[config.mk]
export PLATFORM = sky130hd
export DESIGN_NAME = distance_to_rgb_gradient
export DESIGN_NICKNAME = d
export VERILOG_FILES = /design/src/rtl/dtrg_pkg.sv /design/src/rtl/dtrg_band.sv /design/src/rtl/dtrg_div.sv /design/src/rtl/distance_to_rgb_gradient.sv
export VERILOG_INCLUDE_DIRS = /design/src /design/src/rtl
export SDC_FILE = /design/constraint.sdc
export NUM_CORES = 1
export LEC_CHECK = 0
export ABC_AREA = 1
export BUFFER_PORTS_ARGS = -buffer_cell sky130_fd_sc_hd__buf_2
export CORE_MARGIN = 4
export CORE_UTILIZATION = 45
export CTS_BUF_LIST = sky130_fd_sc_hd__clkbuf_16
export DETAILED_ROUTE_END_ITERATION = 12
export GPL_TIMING_DRIVEN = 0
export PLACE_DENSITY = 0.64
export REMOVE_ABC_BUFFERS = 1
export SYNTH_ARGS = -nofsm -noshare
export SYNTH_HDL_FRONTEND = slang
export SYNTH_SLANG_ARGS = --single-unit
export TNS_END_PERCENT = 1
[constraint.sdc]
create_clock -name clk -period 6.4 [get_ports clk]
set_clock_uncertainty 0.1 [all_clocks]
set_input_delay 0.64 -clock clk [delete_from_list [all_inputs] [get_ports clk]]
set_output_delay 0.64 -clock clk [all_outputs]
set_load 0.005 [all_outputs]
[src/rtl/distance_to_rgb_gradient_defines.svh]
// Assertion macros used by the top-level RTL file of the distance to RGB gradient block.
`ifndef DISTANCE_TO_RGB_GRADIENT_DEFINES_SVH
`define DISTANCE_TO_RGB_GRADIENT_DEFINES_SVH

// Same-cycle implication, checked on clk, off during rst.
`define DTRG_ASSERT_IMPL(label, ante, cons, msg) \
  label: assert property (@(posedge clk) disable iff (rst) (ante) |-> (cons)) else $error(msg);

// Next-cycle implication, checked on clk, off during rst.
`define DTRG_ASSERT_NEXT(label, ante, cons, msg) \
  label: assert property (@(posedge clk) disable iff (rst) (ante) |=> (cons)) else $error(msg);

`endif

[src/rtl/dtrg_pkg.sv]
// Types, constants and band color tables for the distance to RGB gradient block.
package dtrg_pkg;

  localparam int DistBits   = 12;
  localparam int LevelBits  = 8;
  localparam int BlinkBits  = 10;
  localparam int RegIdxBits = 3;
  localparam int BandBits   = 3;
  localparam int NumBits    = DistBits + LevelBits;

  // Configuration register indexes
  localparam logic [RegIdxBits-1:0] REG_FLOOR = 3'd0;
  localparam logic [RegIdxBits-1:0] REG_RED   = 3'd1;
  localparam logic [RegIdxBits-1:0] REG_AMBER = 3'd2;
  localparam logic [RegIdxBits-1:0] REG_GREEN = 3'd3;
  localparam logic [RegIdxBits-1:0] REG_TEAL  = 3'd4;
  localparam logic [RegIdxBits-1:0] REG_FAR   = 3'd5;

  // Color bands
  localparam logic [BandBits-1:0] BAND_NONE   = 3'd0;
  localparam logic [BandBits-1:0] BAND_RED    = 3'd1;
  localparam logic [BandBits-1:0] BAND_AMBER  = 3'd2;
  localparam logic [BandBits-1:0] BAND_YELLOW = 3'd3;
  localparam logic [BandBits-1:0] BAND_GREEN  = 3'd4;
  localparam logic [BandBits-1:0] BAND_TEAL   = 3'd5;
  localparam logic [BandBits-1:0] BAND_BLUE   = 3'd6;

  typedef struct packed {
    logic                switched_on;
    logic                has_distance;
    logic [DistBits-1:0] dist_cm;
  } in_item_t;

  typedef struct packed {
    logic                 led_write;
    logic [LevelBits-1:0] red_level;
    logic [LevelBits-1:0] green_level;
    logic [LevelBits-1:0] blue_level;
    logic [BlinkBits-1:0] blink_off_ms;
    logic                 showing;
    logic                 busy_res;
  } out_item_t;

  typedef struct packed {
    logic [DistBits-1:0] floor_cm;
    logic [DistBits-1:0] red_limit_cm;
    logic [DistBits-1:0] amber_limit_cm;
    logic [DistBits-1:0] green_limit_cm;
    logic [DistBits-1:0] teal_limit_cm;
    logic [DistBits-1:0] far_limit_cm;
  } cfg_t;

  // One channel ramp: start level, magnitude of the swing, and its direction.
  typedef struct packed {
    logic [LevelBits-1:0] y0;
    logic [LevelBits-1:0] dy;
    logic                 neg;
  } chan_t;

  typedef struct packed {
    chan_t                red;
    chan_t                green;
    chan_t                blue;
    logic [BlinkBits-1:0] blink;
  } band_lvl_t;

  function automatic band_lvl_t band_levels(input logic [BandBits-1:0] band);
    band_lvl_t l;
    l = '0;
    case (band)
      BAND_RED: begin
        l.red.y0 = 8'd255;
        l.blink  = 10'd25;
      end
      BAND_AMBER: begin
        l.red   = '{y0: 8'd255, dy: 8'd17,  neg: 1'b1};
        l.green = '{y0: 8'd0,   dy: 8'd238, neg: 1'b0};
        l.blink = 10'd100;
      end
      BAND_YELLOW: begin
        l.red   = '{y0: 8'd238, dy: 8'd238, neg: 1'b1};
        l.green = '{y0: 8'd238, dy: 8'd17,  neg: 1'b0};
        l.blink = 10'd250;
      end
      BAND_GREEN: begin
        l.red   = '{y0: 8'd0,   dy: 8'd26,  neg: 1'b0};
        l.green = '{y0: 8'd255, dy: 8'd165, neg: 1'b1};
        l.blue  = '{y0: 8'd0,   dy: 8'd82,  neg: 1'b0};
        l.blink = 10'd500;
      end
      BAND_TEAL: begin
        l.red   = '{y0: 8'd26, dy: 8'd26,  neg: 1'b1};
        l.green = '{y0: 8'd90, dy: 8'd90,  neg: 1'b1};
        l.blue  = '{y0: 8'd82, dy: 8'd173, neg: 1'b0};
        l.blink = 10'd1000;
      end
      BAND_BLUE: begin
        l.blue.y0 = 8'd255;
      end
      default: l = '0;
    endcase
    return l;
  endfunction

  // Quotient never exceeds the swing, so the level stays in 0..255.
  function automatic logic [LevelBits-1:0] apply_level(input chan_t c,
                                                       input logic [LevelBits-1:0] q);
    return c.neg ? (c.y0 - q) : (c.y0 + q);
  endfunction

endpackage

[src/rtl/dtrg_band.sv]
// Band selection: picks the color band of a distance and its interpolation end points.
module dtrg_band (
  input  logic [dtrg_pkg::DistBits-1:0] d,
  input  dtrg_pkg::cfg_t                cfg,
  output logic [dtrg_pkg::BandBits-1:0] band,
  output logic [dtrg_pkg::DistBits-1:0] lo,
  output logic [dtrg_pkg::DistBits-1:0] hi
);
  import dtrg_pkg::*;

  always_comb begin
    band = BAND_NONE;
    // Solid bands use a unit span so the divider sees a nonzero divisor.
    lo   = '0;
    hi   = DistBits'(1);
    if (d >= cfg.floor_cm && d <= cfg.red_limit_cm) begin
      band = BAND_RED;
    end else if (d > cfg.red_limit_cm && d <= cfg.amber_limit_cm) begin
      band = BAND_AMBER;
      lo   = cfg.red_limit_cm;
      hi   = cfg.amber_limit_cm;
    end else if (d > cfg.amber_limit_cm && d <= cfg.green_limit_cm) begin
      band = BAND_YELLOW;
      lo   = cfg.amber_limit_cm;
      hi   = cfg.green_limit_cm;
    end else if (d > cfg.green_limit_cm && d <= cfg.teal_limit_cm) begin
      band = BAND_GREEN;
      lo   = cfg.green_limit_cm;
      hi   = cfg.teal_limit_cm;
    end else if (d > cfg.teal_limit_cm && d <= cfg.far_limit_cm) begin
      band = BAND_TEAL;
      lo   = cfg.teal_limit_cm;
      hi   = cfg.far_limit_cm;
    end else if (d > cfg.far_limit_cm) begin
      band = BAND_BLUE;
    end
  end

endmodule

[src/rtl/dtrg_div.sv]
// Bit-serial restoring divider lane: one quotient bit per cycle.
module dtrg_div #(
  parameter int NumW = 20,
  parameter int QuoW = 8
) (
  input  logic                 clk,
  input  logic                 rst,
  input  logic                 start,
  input  logic [NumW-1:0]      num,
  input  logic [NumW-QuoW-1:0] den,
  output logic                 running,
  output logic [QuoW-1:0]      quo
);
  localparam int CntW = $clog2(QuoW + 1);

  logic [CntW-1:0] cnt;
  logic [NumW-1:0] rem;
  logic [NumW-1:0] dv;
  logic            fits;

  assign running = (cnt != '0);
  assign fits    = (rem >= dv);

  always_ff @(posedge clk) begin
    if (rst) begin
      cnt <= '0;
    end else if (start) begin
      cnt <= CntW'(QuoW);
    end else if (running) begin
      cnt <= cnt - CntW'(1);
    end
  end

  // Divisor starts aligned to the top quotient bit and walks down one bit a cycle.
  always_ff @(posedge clk) begin
    if (start) begin
      rem <= num;
      dv  <= NumW'({den, {(QuoW-1){1'b0}}});
      quo <= '0;
    end else if (running) begin
      if (fits) begin
        rem <= rem - dv;
      end
      dv  <= dv >> 1;
      quo <= {quo[QuoW-2:0], fits};
    end
  end

endmodule

[src/rtl/distance_to_rgb_gradient.sv]
// Top level of the distance to RGB gradient display controller.
//
// Input channel in_valid/in_stall/in_data carries one controller step per
// transaction: the on/off level and, optionally, a fresh distance. Every
// step yields exactly one result transaction on out_valid/out_stall/out_data.
// Thresholds are written through cfg_wr_en/cfg_index/cfg_data; the user must
// write them only while idle, which the block does not enforce; indexes past
// the last register are ignored. A step that needs no color computation goes
// from acceptance to the done phase, which loads its result into the output
// register; the next step can be taken once that load is done. A color update
// runs through band selection, operand setup and divider start, the bit-serial
// divider lanes, which write the levels into the result register when all of
// them are done, and then the done phase, which loads the output register.
// in_stall is high from acceptance until the result reaches the output
// register; a stalled receiver holds the result there and blocks the next
// result, while one new step can still be accepted and worked on.
// Reset (rst, synchronous) returns the controller to waiting, off, no
// pending update, and the thresholds to 0, 25, 50, 150, 175, 200 cm.
`include "distance_to_rgb_gradient_defines.svh"
module distance_to_rgb_gradient (
  input  logic                            clk,
  input  logic                            rst,
  input  logic                            cfg_wr_en,
  input  logic [dtrg_pkg::RegIdxBits-1:0] cfg_index,
  input  logic [dtrg_pkg::DistBits-1:0]   cfg_data,
  input  logic                            in_valid,
  output logic                            in_stall,
  input  dtrg_pkg::in_item_t              in_data,
  output logic                            out_valid,
  input  logic                            out_stall,
  output dtrg_pkg::out_item_t             out_data
);
  import dtrg_pkg::*;

  localparam logic [2:0] PH_IDLE = 3'd0;
  localparam logic [2:0] PH_BAND = 3'd1;
  localparam logic [2:0] PH_LOAD = 3'd2;
  localparam logic [2:0] PH_DIV  = 3'd3;
  localparam logic [2:0] PH_DONE = 3'd4;

  logic [2:0]          phase;
  cfg_t                cfg;
  logic                ctrl_state;
  logic [DistBits-1:0] held_distance;
  logic                update_pending;
  logic                colour_done;
  out_item_t           res;
  logic [BandBits-1:0] band_q;
  logic [DistBits-1:0] lo_q;
  logic [DistBits-1:0] hi_q;

  logic                accept;
  logic                ctrl_next;
  logic                pending_next;
  logic                done_next;
  logic                step_grad;
  out_item_t           step_res;

  logic [BandBits-1:0] band_w;
  logic [DistBits-1:0] lo_w;
  logic [DistBits-1:0] hi_w;
  band_lvl_t           lvl;
  logic [DistBits-1:0] span_x;
  logic [DistBits-1:0] span_den;
  logic [NumBits-1:0]  num_r;
  logic [NumBits-1:0]  num_g;
  logic [NumBits-1:0]  num_b;
  logic                div_start;
  logic [2:0]          div_running;
  logic                div_busy;
  logic [LevelBits-1:0] quo_r;
  logic [LevelBits-1:0] quo_g;
  logic [LevelBits-1:0] quo_b;
  logic                out_load;

  assign in_stall = (phase != PH_IDLE);
  assign accept   = in_valid && !in_stall;
  assign out_load = (phase == PH_DONE) && (!out_valid || !out_stall);

  // Controller rules, first match wins.
  always_comb begin
    ctrl_next    = ctrl_state;
    pending_next = update_pending | in_data.has_distance;
    done_next    = colour_done;
    step_grad    = 1'b0;
    step_res     = '0;
    if (!ctrl_state) begin
      if (in_data.switched_on) begin
        ctrl_next          = 1'b1;
        step_res.led_write = 1'b1;
      end
    end else if (pending_next) begin
      step_res.led_write = 1'b1;
      step_grad          = 1'b1;
      pending_next       = 1'b0;
      done_next          = 1'b1;
    end else if (!in_data.switched_on) begin
      ctrl_next          = 1'b0;
      step_res.led_write = 1'b1;
      done_next          = 1'b0;
    end
    step_res.showing  = ctrl_next;
    step_res.busy_res = in_data.switched_on & ~done_next;
  end

  dtrg_band u_band (
    .d    (held_distance),
    .cfg  (cfg),
    .band (band_w),
    .lo   (lo_w),
    .hi   (hi_w)
  );

  assign lvl       = band_levels(band_q);
  assign span_x    = held_distance - lo_q;
  assign span_den  = hi_q - lo_q;
  assign num_r     = NumBits'(lvl.red.dy) * NumBits'(span_x);
  assign num_g     = NumBits'(lvl.green.dy) * NumBits'(span_x);
  assign num_b     = NumBits'(lvl.blue.dy) * NumBits'(span_x);
  assign div_start = (phase == PH_LOAD);
  assign div_busy  = |div_running;

  dtrg_div #(.NumW(NumBits), .QuoW(LevelBits)) u_div_r (
    .clk     (clk),
    .rst     (rst),
    .start   (div_start),
    .num     (num_r),
    .den     (span_den),
    .running (div_running[0]),
    .quo     (quo_r)
  );

  dtrg_div #(.NumW(NumBits), .QuoW(LevelBits)) u_div_g (
    .clk     (clk),
    .rst     (rst),
    .start   (div_start),
    .num     (num_g),
    .den     (span_den),
    .running (div_running[1]),
    .quo     (quo_g)
  );

  dtrg_div #(.NumW(NumBits), .QuoW(LevelBits)) u_div_b (
    .clk     (clk),
    .rst     (rst),
    .start   (div_start),
    .num     (num_b),
    .den     (span_den),
    .running (div_running[2]),
    .quo     (quo_b)
  );

  // Configuration and controller state
  always_ff @(posedge clk) begin
    if (rst) begin
      cfg.floor_cm       <= DistBits'(0);
      cfg.red_limit_cm   <= DistBits'(25);
      cfg.amber_limit_cm <= DistBits'(50);
      cfg.green_limit_cm <= DistBits'(150);
      cfg.teal_limit_cm  <= DistBits'(175);
      cfg.far_limit_cm   <= DistBits'(200);
      ctrl_state         <= 1'b0;
      held_distance      <= '0;
      update_pending     <= 1'b0;
      colour_done        <= 1'b0;
      phase              <= PH_IDLE;
    end else begin
      if (cfg_wr_en) begin
        case (cfg_index)
          REG_FLOOR: cfg.floor_cm       <= cfg_data;
          REG_RED:   cfg.red_limit_cm   <= cfg_data;
          REG_AMBER: cfg.amber_limit_cm <= cfg_data;
          REG_GREEN: cfg.green_limit_cm <= cfg_data;
          REG_TEAL:  cfg.teal_limit_cm  <= cfg_data;
          REG_FAR:   cfg.far_limit_cm   <= cfg_data;
          default: ;
        endcase
      end
      case (phase)
        PH_IDLE: begin
          if (accept) begin
            ctrl_state     <= ctrl_next;
            update_pending <= pending_next;
            colour_done    <= done_next;
            if (in_data.has_distance) begin
              held_distance <= in_data.dist_cm;
            end
            phase <= step_grad ? PH_BAND : PH_DONE;
          end
        end
        PH_BAND: phase <= PH_LOAD;
        PH_LOAD: phase <= PH_DIV;
        PH_DIV: begin
          if (!div_busy) begin
            phase <= PH_DONE;
          end
        end
        PH_DONE: begin
          if (out_load) begin
            phase <= PH_IDLE;
          end
        end
        default: phase <= PH_IDLE;
      endcase
    end
  end

  // Result assembly
  always_ff @(posedge clk) begin
    if (accept) begin
      res <= step_res;
    end else if (phase == PH_DIV && !div_busy) begin
      res.red_level    <= apply_level(lvl.red, quo_r);
      res.green_level  <= apply_level(lvl.green, quo_g);
      res.blue_level   <= apply_level(lvl.blue, quo_b);
      res.blink_off_ms <= lvl.blink;
    end
    if (phase == PH_BAND) begin
      band_q <= band_w;
      lo_q   <= lo_w;
      hi_q   <= hi_w;
    end
  end

  // Output register
  always_ff @(posedge clk) begin
    if (rst) begin
      out_valid <= 1'b0;
    end else if (out_load) begin
      out_valid <= 1'b1;
    end else if (!out_stall) begin
      out_valid <= 1'b0;
    end
  end

  always_ff @(posedge clk) begin
    if (out_load) begin
      out_data <= res;
    end
  end

  `DTRG_ASSERT_NEXT(a_accept_dispatch, accept, (phase == PH_BAND) || (phase == PH_DONE), "accepted step did not dispatch")
  `DTRG_ASSERT_IMPL(a_busy_showing, out_valid && out_data.busy_res, out_data.showing, "busy reported while waiting")
  `DTRG_ASSERT_IMPL(a_color_written, out_valid && ((out_data.red_level != '0) || (out_data.green_level != '0) || (out_data.blue_level != '0) || (out_data.blink_off_ms != '0)), out_data.led_write, "color without LED write")
  `DTRG_ASSERT_IMPL(a_result_source, $rose(out_valid), $past(phase) == PH_DONE, "result appeared outside done phase")

endmodule
* Word level (Yosys, flattened, before mapping)
Cells that the tools add are included.
** Word-level totals
- Register bits :: 345
- Output and inout bits :: 39
** Cells by class
- Add/sub/neg operators :: 14
- $mul :: 3
- Magnitude comparators :: 14
- Equality and inequality tests :: 19
- Mux-type cells :: 61
- Bitwise logic cells :: 3
- Reductions and logical operators :: 41
** Operator list (count)
- 20-bit two-way mux :: 9
- 19-bit two-way mux :: 6
- 26-bit one-hot mux with 4 select lines :: 1
- 12-bit two-way mux :: 8
- 20-bit by 19-bit >= comparator with 1-bit output :: 3
- 12-bit > comparator :: 5
- 12-bit less-or-equal comparator :: 5
- 8-bit by 12-bit multiplier with 20-bit output :: 3
- 20-bit by 19-bit subtractor with 20-bit output :: 3
- 10-bit one-hot mux with 5 select lines :: 1
- 8-bit adder :: 3
- 4-bit two-way mux :: 6
- 8-bit two-way mux :: 3
- 8-bit one-hot mux with 3 select lines :: 1
- 12-bit subtractor :: 2
- 8-bit subtractor :: 3
- 3-bit two-way mux :: 7
- 2-bit AND reduction :: 10
- 3-bit by 2-bit == test with 1-bit output, second input constant :: 6
- 3-bit == test, second input constant :: 6
- 9-bit one-hot mux with 2 select lines :: 1
- 8-bit one-hot mux with 2 select lines :: 1
- 3-bit one-hot mux with 5 select lines :: 1
- 1-bit two-way mux :: 14
- 19 further kinds :: 47

* Depth between registers and ports, before layout
- Depth after elaboration :: 6
- Gate-level depth with buffers :: 33
- Depth with buffers taken out :: 33

* Hierarchy
Synthesis repeated with hierarchy kept, for this count alone.
** Second synthesis, totals
- Cell total of the unflattened synthesis :: 4218
- Area total of the unflattened synthesis :: 30718.2 um^2
** By module, submodules not included
- distance_to_rgb_gradient :: instances 1, cells an instance 2283, area an instance 17548.1 um^2, sequential area each 4464.3 um^2
- dtrg_div at u_div_b ... :: instances 2, cells an instance 464, area an instance 3355.7 um^2, sequential area each 1341.3 um^2
- dtrg_div at u_div_r :: instances 1, cells an instance 465, area an instance 3355.7 um^2, sequential area each 1341.3 um^2
- dtrg_band :: instances 1, cells an instance 542, area an instance 3103.0 um^2, sequential area each 0.0 um^2

* Worst setup path after synthesis
OpenSTA, ideal clock, no wires.
- Kind :: register to register
- From :: register held_distance[6]
- To :: register u_div_r.rem[18], data pin
- Library setup time :: 0.260 ns
- Arrival time :: 5.104 ns
- Slack :: 0.935 ns
- Cell stages (with the launch flop) :: 24
- Path buffers :: 0
- Period minus slack after synthesis :: 5.465 ns
- Cells stage by stage :: dfxtp_1 ha_1 nand2_1 clkinv_1 a21oi_2 nand2_4 a21oi_2 o21ai_0 nand2_1 nand3_1 fa_1 inv_1 fa_1 fa_1 inv_1 fa_1 inv_1 ha_1 a21oi_1 o21ai_0 a211oi_1 nand3_1 nand3_1 o21ai_0
** Between the ends
- Longest elaborated chain between the ends :: 3
** Ends and longest elaborated chain
- start, declared :: RTL line distance_to_rgb_gradient.sv:44 : logic [DistBits-1:0] held_distance;
- start signal, assigned :: RTL line distance_to_rgb_gradient.sv:186 : held_distance <= in_data.dist_cm;
- 12-bit subtractor :: RTL line distance_to_rgb_gradient.sv:115 : assign span_x = held_distance - lo_q;
- 8-bit by 12-bit multiplier with 20-bit output :: RTL line distance_to_rgb_gradient.sv:117 : assign num_r = NumBits'(lvl.red.dy) * NumBits'(span_x);
- 20-bit two-way mux :: RTL line dtrg_div.sv:36 : if (start) begin
- end signal, assigned :: RTL line dtrg_div.sv:37 : rem <= num;
- end signal, assigned :: RTL line dtrg_div.sv:42 : rem <= rem - dv;
- end, declared :: RTL line dtrg_div.sv:17 : logic [NumW-1:0] rem;
No other way between the ends.
A chain may end at the register's enable or synchronous reset.

* Final worst setup path
- From :: register held_distance[2]
- To :: register u_div_r.rem[18], data pin
Same word-level chain as after synthesis.

==> flow_summary_export.csv <==
group,metric,value,unit
drt,drt-wirelength-per-cell,16.3,microns
worst_setup_path,path_max_fanout,8,
worst_setup_path,start_kind,"flip-flop",
cts,cts_tree,"yes",
sta,fmax,163,MHz
worst_setup_path,worstPathRequired,6620,ps
cells_and_area,layout-drive-gt1-share,0.0649,
placement,routabilityCongestion,0.932,
grt,grt_pass1_vias,24700,
placement,place_area,31200,sq um
cts,clockBufferDepth,3,
cts,htree_num_levels,2,
logic_synthesis,async_reset_ff_frac,0,
sta,setup_viol,0,
sta,hold_viol,0,
cts,clk_pin_slew,60,ps
cts,cts_inserted_buffers,43,
worst_setup_path,worstPathArrival,6340,ps
floorplanning,rows,94,
sta,post-route-min-period,6120,ps
sta,rsz0062_at_grt,"true",
logic_synthesis,ys_ff_latch,343,
logic_synthesis,ys_types,53,
drt,drt_iter0_drc,1806,
power,irDropWorstVdd,0.179,mV
cells_and_area,layout_common_cells,"nand2_1 (746), inv_1 (710), ha_1 (326), a21oi_1 (325), nor2_1 (284)",
worst_setup_path,end_kind,"flip-flop",
cts,cts_hold_buf,0,
worst_setup_path,reg2reg_from,"held_distance[2]",
cells_and_area,final_area,32800,sq um
logic_synthesis,synthesis.area,29900,sq um
drt,drc,0,
logic_synthesis,synth_edf_count,162,
drt,drt_pre_antenna_iters,5,
min_path,min_from,"in_data[3]",
min_path,hold_path_class,"input port to flip-flop",
logic_synthesis,avgSynthCellArea,7.50,sq um
logic_synthesis,ys_seq_area_frac,0.284,
logic_synthesis,yosysWarnings,0,
cts,cts-root-buf,"clkbuf_16",
sta,maxSlewHeadroom,0.165,
worst_setup_path,crit_start,"held_distance[2]",
floorplanning,core-area,65700,sq um
floorplanning,die_w,266,microns
drt,vias,25800,
floorplanning,ios,73,
sta,tightest_slew,1240,ps
placement,port_buffers,72,
grt,track_usage,0.225,
drt,vias_per_cell,5.25,
power,power,13500,uW
run,drv_cap,0,
cells_and_area,layout_commonest_cell,"nand2_1",
grt,grt_antenna_before_repair,0,
sta,whs,200,ps
cells_and_area,areaGrowthSynthToFinish,9.68,%
grt,grt_pass1_wl,130000,microns
status,status,"completed",
placement,dp_hpwl,62300,microns
worst_setup_path,path_class,"flip-flop to flip-flop",
grt,grt_start_max_net_pins,71,
cells_and_area,fin_nets,4512,
logic_synthesis,syn_inst,3982,
grt,gr-total-overflow,0,
logic_synthesis,synth_ff_type,"dfxtp_1",
floorplanning,dieArea,70500,sq um
floorplanning,start_util,0.454,
sta,timing.final.crit_share,0.956,
floorplanning,die_height,266,microns
power,p_leak,0.0166,uW
drt,ant_nets,0,
power,power.density,412,nW/um^2
cts,insertion_delay,600,ps
drt,drt_wl_total,80200,microns
sta,slew_violations,0,
cts,cts_sinks,343,
## layout make-up
type,instances,area (sq um)
Antenna cell,1,2.50
Fill cell,6434,33000
Inverter,733,2770
Clock inverter,36,309
Multi-Input combinational cell,2811,18400
Clock buffer,44,1100
Tap cell,864,1080
Timing Repair Buffer,88,626
Sequential cell,343,8500
## registers in the layout, indices dropped and copies added (netlist names), 19 cells and up
name,cells
cfg,72
u_div_r.rem,20
res,36
u_div_g.dv,19
out_data,36
u_div_b.rem,20
u_div_b.dv,19
u_div_g.rem,20
u_div_r.dv,19
## worst max-delay path, cell delays in order, from the launching register on
cell      delay (ps)
dfxtp_2          400
ha_1             480
nand2_1          110
nand3_1          130
nand3_1          140
nand2_4          160
a21oi_2          100
o211ai_2         380
nand3_1          220
fa_1             570
inv_1             50
fa_1             470
fa_1             560
inv_1             60
fa_1             530
inv_1             40
ha_1             360
a21oi_1          240
o21ai_1          170
a211oi_2         240
nand3_1          100
nand3_1          120
o21ai_0           90
## path summary, 6_finish.rpt
kind | slack (ps) | depth (start not counted) | end
max | 280 | 22 | u_div_r.rem[18]
min | 200 | 3 | held_distance[3]
max reg2reg | 280 | 22 | u_div_r.rem[18]
min reg2reg | 320 | 0 | out_data[36]
## metrics by stage
step,std cells,setup WS [ps],util,TNS (ps)
after global routing,4919,-126,0.498,-138
after detailed placement,4834,-341,0.474,-2690
final,4920,282,0.498,0
after global placement,4823,-9100,0.470,-1918950
after floorplan,3887,-1380,-,-202060
after CTS,4916,-39.8,0.496,-77.1
## synthesized netlist by cell type, drive strengths merged, types with 33 or more instances
cell type    n  area (sq um)
nand2      765          2910
inv        726          2730
a21oi      328          1650
ha         328          4100
nor2       308          1240
o21ai      299          1500
nand3      277          1400
dfxtp      181          3620
edfxtp     162          4860
fa         130          2600
clkbuf      77           289
xor2        76           711
nand4       45           282
o21bai      33           251
## routing by layer
metal	track usage	vias up	part of all wire
li1	-	13100	-
met1	0.306	12000	0.45
met2	0.378	607	0.47
met3	0.0300	92	0.054
met4	0.0646	0	0.027
met5	0	-	0
## where the power goes
| part | switching [uW] | internal, uW | total (uW) | leakage [uW] |
|---|---|---|---|---|
| clock | 1040 | 1390 | 2420 | 0.000718 |
| sequential | 259 | 3280 | 3540 | 0.00308 |
| combinational | 4930 | 2580 | 7520 | 0.0128 |
## repair_timing
action	CTS	global route
gates resized for setup	6	43
endpoints found under the setup margin	21	32
pin swaps	0	1
setup buffers	2	3
## kinds of logic (layout without fill, tap and decap cells)
logic type	Yosys count	count (layout)	share of synthesized area
AO/OA/AOI/OAI	786	786	0.145
buffers and inverters	828	901	0.105
AND/OR/NAND/NOR	1464	1464	0.209
adder cells (fa/ha/maj)	458	458	0.225
other	0	1	0
XOR/XNOR	103	103	0.0317
flip-flops	343	343	0.284
(Power assumes the default switching activity.)
